===== config.mk =====
export PLATFORM = sky130hd
export DESIGN_NAME = integer_to_radix_digits_top
export DESIGN_NICKNAME = d
export VERILOG_FILES = /design/src/rtl/itrd_pkg.sv /design/src/rtl/itrd_ctrl.sv /design/src/rtl/itrd_dpath.sv /design/src/rtl/integer_to_radix_digits_top.sv
export VERILOG_INCLUDE_DIRS = /design/src /design/src/rtl
export SDC_FILE = /design/constraint.sdc
export NUM_CORES = 1
export LEC_CHECK = 0
export BUFFER_PORTS_ARGS = -buffer_cell sky130_fd_sc_hd__buf_2
export CORE_MARGIN = 5
export CORE_UTILIZATION = 23
export CTS_BUF_LIST = sky130_fd_sc_hd__clkbuf_4
export DETAILED_ROUTE_END_ITERATION = 6
export PLACE_DENSITY = 0.47
export SYNTH_ARGS = -nofsm -noshare
export SYNTH_HDL_FRONTEND = slang
export SYNTH_SLANG_ARGS = --single-unit

===== constraint.sdc =====
create_clock -name aclk -period 9.24 [get_ports aclk]
set_clock_uncertainty 0.1 [all_clocks]
set_input_delay 1.848 -clock aclk [delete_from_list [all_inputs] [get_ports aclk]]
set_output_delay 1.848 -clock aclk [all_outputs]
set_load 0.02 [all_outputs]

===== src/rtl/assert_macros.svh =====
`ifndef ASSERT_MACROS_SVH
`define ASSERT_MACROS_SVH

`ifndef SYNTHESIS

// Property check on the rising clock edge, off while reset is asserted.
`define ASSERT_PROP(label, clk, rstn, prop) \
    label: assert property (@(posedge clk) disable iff (!rstn) prop) \
        else $error("assertion failed");

// Invariant that must hold at every rising clock edge out of reset.
`define ASSERT_ALWAYS(label, clk, rstn, expr) \
    label: assert property (@(posedge clk) disable iff (!rstn) (expr)) \
        else $error("invariant violated");

`else

`define ASSERT_PROP(label, clk, rstn, prop)
`define ASSERT_ALWAYS(label, clk, rstn, expr)

`endif

`endif


===== src/rtl/itrd_pkg.sv =====
`default_nettype none

package itrd_pkg;

    localparam int MAG_BITS   = 53;
    localparam int MAX_DIGITS = 56;
    localparam int VAL_W      = MAG_BITS + 1;
    localparam int RADIX_W    = 6;
    localparam int DIGIT_W    = 6;
    localparam int CHAR_W     = 7;
    localparam int SHIFT_W    = 3;
    localparam int CNT_W      = $clog2(MAX_DIGITS + 1);
    localparam int ADDR_W     = $clog2(MAX_DIGITS);
    localparam int DIV_STEPS  = 2;
    localparam int DIV_BITS   = ((MAG_BITS + DIV_STEPS - 1) / DIV_STEPS) * DIV_STEPS;
    localparam int DIV_ITERS  = DIV_BITS / DIV_STEPS;
    localparam int ITER_W     = $clog2(DIV_ITERS);
    localparam int S_TDATA_W  = ((VAL_W + RADIX_W + 7) / 8) * 8;
    localparam int M_TDATA_W  = ((CHAR_W + 7) / 8) * 8;

    localparam logic [RADIX_W-1:0] RADIX_MIN  = RADIX_W'(2);
    localparam logic [RADIX_W-1:0] RADIX_MAX  = RADIX_W'(36);
    localparam logic [CHAR_W-1:0]  MINUS_CHAR = CHAR_W'(8'h2d);
    localparam logic [CHAR_W-1:0]  NO_CHAR    = CHAR_W'(0);

    typedef struct packed {
        logic load;
        logic conv;
        logic load_err;
        logic load_sign;
        logic load_digit;
    } itrd_cmd_t;

    typedef struct packed {
        logic bad_radix;
        logic negative;
        logic digit_ready;
        logic conv_done;
        logic last_digit;
        logic out_free;
    } itrd_sts_t;

    function automatic logic [SHIFT_W-1:0] radix_shift(input logic [RADIX_W-1:0] r);
        logic [SHIFT_W-1:0] s;
        unique case (r)
            RADIX_W'(2):  s = SHIFT_W'(1);
            RADIX_W'(4):  s = SHIFT_W'(2);
            RADIX_W'(8):  s = SHIFT_W'(3);
            RADIX_W'(16): s = SHIFT_W'(4);
            RADIX_W'(32): s = SHIFT_W'(5);
            default:      s = SHIFT_W'(0);
        endcase
        return s;
    endfunction

    function automatic logic [CHAR_W-1:0] digit_char(input logic [DIGIT_W-1:0] d);
        logic [CHAR_W-1:0] c;
        if (d < DIGIT_W'(10)) begin
            c = CHAR_W'(8'h30) + CHAR_W'(d);
        end else if (d < DIGIT_W'(36)) begin
            c = CHAR_W'(8'h57) + CHAR_W'(d);
        end else begin
            c = CHAR_W'(8'h30);
        end
        return c;
    endfunction

endpackage

`default_nettype wire


===== src/rtl/itrd_ctrl.sv =====
`default_nettype none

`include "assert_macros.svh"

module itrd_ctrl (
    input  wire logic               aclk,
    input  wire logic               aresetn,
    input  wire logic               s_tvalid,
    output logic                    s_tready,
    input  wire itrd_pkg::itrd_sts_t sts,
    output itrd_pkg::itrd_cmd_t     cmd
);

    typedef enum logic [5:0] {
        ST_IDLE = 6'b000001,
        ST_ERR  = 6'b000010,
        ST_CONV = 6'b000100,
        ST_SIGN = 6'b001000,
        ST_RD   = 6'b010000,
        ST_OUT  = 6'b100000
    } state_t;

    state_t state_reg, state_next;
    logic   accept;
    logic   out_load;

    assign s_tready = (state_reg == ST_IDLE);
    assign accept   = s_tvalid && s_tready;
    assign out_load = cmd.load_err || cmd.load_sign || cmd.load_digit;

    always_comb begin
        state_next = state_reg;
        cmd        = '0;
        unique case (state_reg)
            ST_IDLE: begin
                cmd.load = accept;
                if (accept) begin
                    state_next = sts.bad_radix ? ST_ERR : ST_CONV;
                end
            end
            ST_ERR: begin
                if (sts.out_free) begin
                    cmd.load_err = 1'b1;
                    state_next   = ST_IDLE;
                end
            end
            ST_CONV: begin
                cmd.conv = 1'b1;
                if (sts.digit_ready && sts.conv_done) begin
                    state_next = sts.negative ? ST_SIGN : ST_RD;
                end
            end
            ST_SIGN: begin
                if (sts.out_free) begin
                    cmd.load_sign = 1'b1;
                    state_next    = ST_RD;
                end
            end
            ST_RD: begin
                state_next = ST_OUT;
            end
            ST_OUT: begin
                if (sts.out_free) begin
                    cmd.load_digit = 1'b1;
                    state_next     = sts.last_digit ? ST_IDLE : ST_RD;
                end
            end
            default: begin
                state_next = ST_IDLE;
            end
        endcase
    end

    always_ff @(posedge aclk) begin
        if (!aresetn) begin
            state_reg <= ST_IDLE;
        end else begin
            state_reg <= state_next;
        end
    end

    `ASSERT_PROP(a_load_when_free, aclk, aresetn, out_load |-> sts.out_free)
    `ASSERT_PROP(a_bad_goes_err, aclk, aresetn, (accept && sts.bad_radix) |=> (state_reg == ST_ERR))

endmodule

`default_nettype wire


===== src/rtl/itrd_dpath.sv =====
`default_nettype none

`include "assert_macros.svh"

module itrd_dpath (
    input  wire logic                             aclk,
    input  wire logic                             aresetn,
    input  wire logic [itrd_pkg::S_TDATA_W-1:0]   s_tdata,
    input  wire itrd_pkg::itrd_cmd_t              cmd,
    output itrd_pkg::itrd_sts_t                   sts,
    output logic                                  m_tvalid,
    input  wire logic                             m_tready,
    output logic [itrd_pkg::M_TDATA_W-1:0]        m_tdata,
    output logic                                  m_tlast,
    output logic                                  m_tuser
);

    logic [itrd_pkg::VAL_W-1:0]    val_in;
    logic [itrd_pkg::VAL_W-1:0]    neg_val;
    logic [itrd_pkg::RADIX_W-1:0]  radix_in;
    logic [itrd_pkg::MAG_BITS-1:0] mag_in;
    logic                          neg_in;

    logic [itrd_pkg::DIV_BITS-1:0] mag_reg;
    logic [itrd_pkg::DIGIT_W-1:0]  rem_reg;
    logic [itrd_pkg::ITER_W-1:0]   iter_reg;
    logic [itrd_pkg::CNT_W-1:0]    cnt_reg;
    logic [itrd_pkg::RADIX_W-1:0]  radix_reg;
    logic [itrd_pkg::SHIFT_W-1:0]  shift_reg;
    logic                          pow2_reg;
    logic                          neg_reg;

    logic [itrd_pkg::DIV_BITS-1:0] q_div;
    logic [itrd_pkg::DIGIT_W-1:0]  rem_div;
    logic [itrd_pkg::DIV_BITS-1:0] mag_step;
    logic [itrd_pkg::DIGIT_W-1:0]  pow2_digit;
    logic [itrd_pkg::DIGIT_W-1:0]  wr_digit;
    logic [itrd_pkg::CNT_W-1:0]    limit;
    logic [itrd_pkg::CNT_W-1:0]    cnt_inc;
    logic                          wr_en;
    logic [itrd_pkg::ADDR_W-1:0]   rd_addr;

    logic [itrd_pkg::DIGIT_W-1:0]  digit_mem [itrd_pkg::MAX_DIGITS];
    logic [itrd_pkg::DIGIT_W-1:0]  rd_data_reg;

    logic                          out_valid_reg;
    logic [itrd_pkg::CHAR_W-1:0]   out_char_reg;
    logic                          out_last_reg;
    logic                          out_bad_reg;

    assign val_in   = s_tdata[itrd_pkg::VAL_W-1:0];
    assign radix_in = s_tdata[itrd_pkg::VAL_W +: itrd_pkg::RADIX_W];
    assign neg_in   = val_in[itrd_pkg::VAL_W-1];
    assign neg_val  = -val_in;

    // saturate the magnitude of the most negative value
    always_comb begin
        if (!neg_in) begin
            mag_in = val_in[itrd_pkg::MAG_BITS-1:0];
        end else if (neg_val[itrd_pkg::VAL_W-1]) begin
            mag_in = '1;
        end else begin
            mag_in = neg_val[itrd_pkg::MAG_BITS-1:0];
        end
    end

    // restoring division, DIV_STEPS quotient bits per cycle
    always_comb begin
        logic [itrd_pkg::DIGIT_W:0]    rem_w;
        logic [itrd_pkg::DIGIT_W:0]    diff;
        logic [itrd_pkg::DIGIT_W-1:0]  rem_t;
        logic [itrd_pkg::DIV_BITS-1:0] q_t;
        logic                          qbit;
        rem_t = rem_reg;
        q_t   = mag_reg;
        for (int i = 0; i < itrd_pkg::DIV_STEPS; i++) begin
            rem_w = {rem_t, q_t[itrd_pkg::DIV_BITS-1]};
            diff  = rem_w - {1'b0, radix_reg};
            qbit  = (rem_w >= {1'b0, radix_reg});
            rem_t = qbit ? diff[itrd_pkg::DIGIT_W-1:0] : rem_w[itrd_pkg::DIGIT_W-1:0];
            q_t   = {q_t[itrd_pkg::DIV_BITS-2:0], qbit};
        end
        rem_div = rem_t;
        q_div   = q_t;
    end

    assign pow2_digit = mag_reg[itrd_pkg::DIGIT_W-1:0] & (radix_reg - itrd_pkg::RADIX_W'(1));
    assign mag_step   = pow2_reg ? (mag_reg >> shift_reg) : q_div;
    assign wr_digit   = pow2_reg ? pow2_digit : rem_div;
    assign limit      = neg_reg ? itrd_pkg::CNT_W'(itrd_pkg::MAX_DIGITS - 1)
                                : itrd_pkg::CNT_W'(itrd_pkg::MAX_DIGITS);
    assign cnt_inc    = cnt_reg + itrd_pkg::CNT_W'(1);
    assign wr_en      = cmd.conv && sts.digit_ready;
    assign rd_addr    = itrd_pkg::ADDR_W'(cnt_reg - itrd_pkg::CNT_W'(1));

    assign sts.bad_radix   = (radix_in < itrd_pkg::RADIX_MIN) || (radix_in > itrd_pkg::RADIX_MAX);
    assign sts.negative    = neg_reg;
    assign sts.digit_ready = pow2_reg || (iter_reg == itrd_pkg::ITER_W'(itrd_pkg::DIV_ITERS - 1));
    assign sts.conv_done   = (mag_step == '0) || (cnt_inc == limit);
    assign sts.last_digit  = (cnt_reg == itrd_pkg::CNT_W'(1));
    assign sts.out_free    = !out_valid_reg || m_tready;

    always_ff @(posedge aclk) begin
        if (!aresetn) begin
            cnt_reg  <= '0;
            iter_reg <= '0;
        end else if (cmd.load) begin
            cnt_reg  <= '0;
            iter_reg <= '0;
        end else if (cmd.conv) begin
            if (sts.digit_ready) begin
                cnt_reg  <= cnt_inc;
                iter_reg <= '0;
            end else begin
                iter_reg <= iter_reg + itrd_pkg::ITER_W'(1);
            end
        end else if (cmd.load_digit) begin
            cnt_reg <= cnt_reg - itrd_pkg::CNT_W'(1);
        end
    end

    always_ff @(posedge aclk) begin
        if (cmd.load) begin
            mag_reg   <= itrd_pkg::DIV_BITS'(mag_in);
            rem_reg   <= '0;
            radix_reg <= radix_in;
            shift_reg <= itrd_pkg::radix_shift(radix_in);
            pow2_reg  <= (itrd_pkg::radix_shift(radix_in) != '0);
            neg_reg   <= neg_in;
        end else if (cmd.conv) begin
            mag_reg <= mag_step;
            rem_reg <= sts.digit_ready ? '0 : rem_div;
        end
    end

    always_ff @(posedge aclk) begin
        if (wr_en) begin
            digit_mem[cnt_reg[itrd_pkg::ADDR_W-1:0]] <= wr_digit;
        end
        rd_data_reg <= digit_mem[rd_addr];
    end

    always_ff @(posedge aclk) begin
        if (!aresetn) begin
            out_valid_reg <= 1'b0;
        end else if (cmd.load_err || cmd.load_sign || cmd.load_digit) begin
            out_valid_reg <= 1'b1;
        end else if (m_tready) begin
            out_valid_reg <= 1'b0;
        end
    end

    always_ff @(posedge aclk) begin
        if (cmd.load_err) begin
            out_char_reg <= itrd_pkg::NO_CHAR;
            out_last_reg <= 1'b0;
            out_bad_reg  <= 1'b1;
        end else if (cmd.load_sign) begin
            out_char_reg <= itrd_pkg::MINUS_CHAR;
            out_last_reg <= 1'b0;
            out_bad_reg  <= 1'b0;
        end else if (cmd.load_digit) begin
            out_char_reg <= itrd_pkg::digit_char(rd_data_reg);
            out_last_reg <= sts.last_digit;
            out_bad_reg  <= 1'b0;
        end
    end

    assign m_tvalid = out_valid_reg;
    assign m_tdata  = itrd_pkg::M_TDATA_W'(out_char_reg);
    assign m_tlast  = out_last_reg;
    assign m_tuser  = out_bad_reg;

    `ASSERT_PROP(a_rem_below_radix, aclk, aresetn, (cmd.conv && !pow2_reg) |-> (rem_reg < radix_reg))
    `ASSERT_ALWAYS(a_cnt_in_range, aclk, aresetn, cnt_reg <= itrd_pkg::CNT_W'(itrd_pkg::MAX_DIGITS))

endmodule

`default_nettype wire


===== src/rtl/integer_to_radix_digits_top.sv =====
// Channel  Dir  Fields
// s_       in   tdata: signed_value[53:0], radix[59:54], zero fill to 64 bits
// m_       out  tdata: text_char[6:0], zero fill; tlast: last_char; tuser: bad_radix
//
// One number at a time; s_tready is high only while the block is idle.
// Radix 2, 4, 8, 16, 32: digits by shift and mask. Other radixes use a restoring divider
// (two quotient bits per cycle), up to 34 digits for radix 3.
// Each character then passes through the ST_RD and ST_OUT states for the registered digit memory read.
// A bad radix gives one transfer with tuser set. Synchronous active-low reset.
// m_tready low holds the output register and stalls the character sequence.
`default_nettype none

module integer_to_radix_digits_top (
    input  wire logic                           aclk,
    input  wire logic                           aresetn,
    input  wire logic                           s_tvalid,
    output logic                                s_tready,
    input  wire logic [itrd_pkg::S_TDATA_W-1:0] s_tdata,  // signed_value, radix
    output logic                                m_tvalid,
    input  wire logic                           m_tready,
    output logic [itrd_pkg::M_TDATA_W-1:0]      m_tdata,  // text_char
    output logic                                m_tlast,
    output logic                                m_tuser   // bad_radix
);

    itrd_pkg::itrd_cmd_t cmd;
    itrd_pkg::itrd_sts_t sts;

    itrd_ctrl u_ctrl (
        .aclk     (aclk),
        .aresetn  (aresetn),
        .s_tvalid (s_tvalid),
        .s_tready (s_tready),
        .sts      (sts),
        .cmd      (cmd)
    );

    itrd_dpath u_dpath (
        .aclk     (aclk),
        .aresetn  (aresetn),
        .s_tdata  (s_tdata),
        .cmd      (cmd),
        .sts      (sts),
        .m_tvalid (m_tvalid),
        .m_tready (m_tready),
        .m_tdata  (m_tdata),
        .m_tlast  (m_tlast),
        .m_tuser  (m_tuser)
    );

endmodule

`default_nettype wire

==> key figures <==
Clock tree
  – H-tree depth: 3
  – Root Buffer: clkbuf_4
  – Clock latency on the worst-skew pair: 860 ps
  – Total CTS buffers: 112
  – Postcts setup bufs: 0
  – Worst-path clk slew: 70 ps
  – Clk buf depth: 3
  – CTS Hold Bufs: 0
  – Clk sink count: 440
  – CTS tree: built
  – Post-cts resize count: 0

Placed design
  – GP Congestion: 0.8245
  – Placement Cell Area: 24220 sq um
  – Post-DP HPWL: 40.23 mm
  – # port buffers: 74

Routing
  – Pre-antenna DRT Iters: 5
  – Iteration-0 DRC Markers: 903
  – Average wire per cell in the routed design: 19.28 um
  – Post-DR vias/cell: 4.733
  – # DRC: 0
  – WL final: 60.15 mm
  – Post-DRT Antenna Nets: 0
  – Vias: 14770

Finish
  – Fillers: 9998
  – Layout cell share with drive strength beyond 1: 24.14%
  – Fin area: 25670 sq um
  – P&R area growth vs syn: 14.71%
  – Max FFs per register: 336
  – Layout Nets: 1843

Synth
  – Post-synthesis adder-cell area fraction: 1.521%
  – Unique masters post-synth: 76
  – Post-synthesis async set-or-reset flop share: 0%
  – Main combinational cell family by area after synthesis: multiplexers
  – Simple logic cell fraction of the synthesized area: 9.622%
  – Register area share after synthesis: 57.25%
  – Synth Flop Type: edfxtp_1
  – Syn Inst Count: 1646
  – Synth Area in XOR/XNOR: 3.131%
  – Synth warnings: 0
  – Synth Area in Compound Gates: 9.342%
  – Synthesized area: 22380 sq um
  – Synthesized net count: 1740
  – Syn_area_per_cell: 13.60 sq um
  – Number of flops mapped to enable cells by yosys: 400
  – Mux cell area share after synthesis: 16.61%
  – Seq cells post-synth: 440

STA
  – Max Slew Vio Count: 0
  – Worst slew margin: 15.50%
  – TNS Setup: 0 ps
  – Peak Freq: 0.1640 GHz
  – Worst Tran Pin Value: 1258 ps
  – Fin crit share: 66.00%
  – RSZ-0062 raised after global routing: false
  – WHS: 359.2 ps
  – Min Tclk post-route: 6098 ps
  – Fin. Hold Viols: 0
  – Setup Viol. Count Final: 0

Setup path
  – Max FO, Critical Path: 9
  – Worst reg2reg startpoint: u_dpath.radix_reg[1]$_DFFE_PP_
  – CP Capture Type: register
  – Req. time, crit path: 9850 ps
  – Startpoint Class: register
  – Crit Path Class: register to register
  – R2r endpoint: u_ctrl.state_reg[5]$_SDFFE_PN0P_
  – Worst R2R Path Depth: 18
  – Worst reg2reg setup slack: 3140 ps
  – Critical path arrival: 6710 ps

Floorplanning
  – Initial Utilization: 23.18%
  – Die Width: 321.9 um
  – Std-Cell Core Area: 96570 sq um
  – Row cnt: 114
  – # IOs: 80
  – Die Footprint: 103600 sq um
  – Die Span Y: 321.9 um

Run
  – Maxcap violations: 0

Pwr
  – PwrDens: 211.3 nW/um^2
  – Peak supply drop: 0.07517 mV
  – Leakage: 8.376 nW

Hold path
  – Worst Hold Path EP: u_dpath.m_tlast$_SDFFE_PP0P_
  – HP Start: u_dpath.m_tlast$_SDFFE_PP0P_
  – Hold-critical path depth: 2
  – HP Class: register to register

Global routing
  – GRT Residual Overflow: 0
  – Global-route wire length before repair: 91.97 mm
  – Number of global-route vias before repair: 15050
  – GRT Total Usage: 11.38%
  – Initial antenna violation count: 3
  – Largest net degree at the start of global routing: 60

Run status
  – Status: finished clean
-- synthesized netlist by cell type, types with 17 or more instances --
master    instances  area share [%]
buf_1            20            0.34
mux2i_1          98             4.4
a22oi_1          88             3.0
xnor2_1          40             1.6
mux4_2          117              12
inv_1            29            0.49
edfxtp_1        400              54
nor2b_1          29            0.81
o21ai_0          50             1.1
o31ai_1          18            0.60
dfxtp_1          40             3.6
ha_1             24             1.3
nand2_1          72             1.2
a31oi_1          27            0.75
nand3_1          18            0.40
and3_1           26            0.73
nor3_1           29            0.65
clkbuf_1         73             1.2
or3_1            19            0.53
a21oi_1          83             1.9
xor2_1           40             1.6
buf_2            17            0.38
nor2_1          122             2.0
-- power breakdown --
| group | leakage, nW | internal, W | switching (W) |
|---|---|---|---|
| Combinational | 3.51 | 0.000414 | 0.000776 |
| Clock | 0.864 | 0.000844 | 0.000818 |
| Sequential | 4.01 | 0.00245 | 0.000122 |
| Total | 8.38 | 0.00371 | 0.00172 |
-- cells in the final DEF, fill, tap and decap left out, types with 28 or more instances in the layout --
cell type and count:
a21oi_1 82, a22oi_1 88, buf_2 74, clkbuf_4 170
dfxtp_1 39, edfxtp_1 400, inv_1 28, mux2i_1 98
mux4_2 117, nand2_1 71, nor2_1 122, nor2b_1 29
nor3_1 29, o21ai_0 46, xnor2_1 38, xor2_1 40
-- cell families (layout without fill, tap and decap cells) --
logic type,Yosys count,after routing
mux,224,224
xor+xnor,80,80
other cells,1,6
buf+inv,142,335
fa+ha+maj,26,26
compound gates,327,327
flops,440,440
simple gates,406,406
-- layer usage --
| metal | global-route usage (%) | share of wire (%) | vias up |
|---|---|---|---|
| met3 | 2.683 | 5.4 | 79 |
| met1 | 15.63 | 46 | 7476 |
| met2 | 18.12 | 47 | 425 |
| met4 | 3.103 | 1.9 | 0 |
| li1 | - | - | 6786 |
| met5 | 0 | 0 | - |
-- metrics by stage --
step	util [%]	instances	power, W	setup WS, ps
2_1_floorplan	-	1646	0.003385	1735
3_3_place_gp	25.08	2911	0.003789	3243
3_5_place_dp	25.08	2911	0.003813	3153
4_1_cts	26.57	3115	0.005501	3122
5_1_grt	26.59	3120	0.005733	2578
6_report	26.59	3120	0.005426	3142
-- area by class of cell --
class                           count  area [sq um]  share of cell area, %
Multi-Input combinational cell   1064          9124                  35.54
Clock buffer                      170          1276                  4.971
Timing Repair Buffer              101         573.1                  2.232
Inverter                           30         112.6                 0.4386
Antenna cell                        5         12.51                0.04874
Clock inverter                     34         161.4                 0.6287
Tap cell                         1276          1597                  6.219
Sequential cell                   440         12820                  49.92
-- worst max-delay path, cell delays in order, from the launching register on --
cell and delay (ps):
edfxtp_1 390, inv_1 230, ha_1 290, nor2b_1 150, o31ai_1 460, a21oi_1 190
nor4_2 770, mux2i_1 440, ha_1 320, nor2b_1 130, o21ai_0 210, a21boi_0 180
o31a_1 280, nor4_1 190, buf_4 220, mux2i_1 120, o41ai_1 750, o211ai_1 300
a31o_1 280
-- how the worst max path moves through the flow --
stage               slack (ps)                                end                           start
floorplan                 1740  u_dpath.digit_mem[0][0]$_DFFE_PP_  u_dpath.radix_reg[1]$_DFFE_PP_
global placement          3240   u_ctrl.state_reg[5]$_SDFFE_PN0P_  u_dpath.radix_reg[1]$_DFFE_PP_
detailed placement        3150   u_ctrl.state_reg[5]$_SDFFE_PN0P_  u_dpath.radix_reg[1]$_DFFE_PP_
CTS                       3120   u_ctrl.state_reg[5]$_SDFFE_PN0P_  u_dpath.radix_reg[1]$_DFFE_PP_
global route              2580   u_ctrl.state_reg[5]$_SDFFE_PN0P_  u_dpath.radix_reg[1]$_DFFE_PP_
finish                    3140   u_ctrl.state_reg[5]$_SDFFE_PN0P_  u_dpath.radix_reg[1]$_DFFE_PP_
Power figures use the tool's default switching activity.
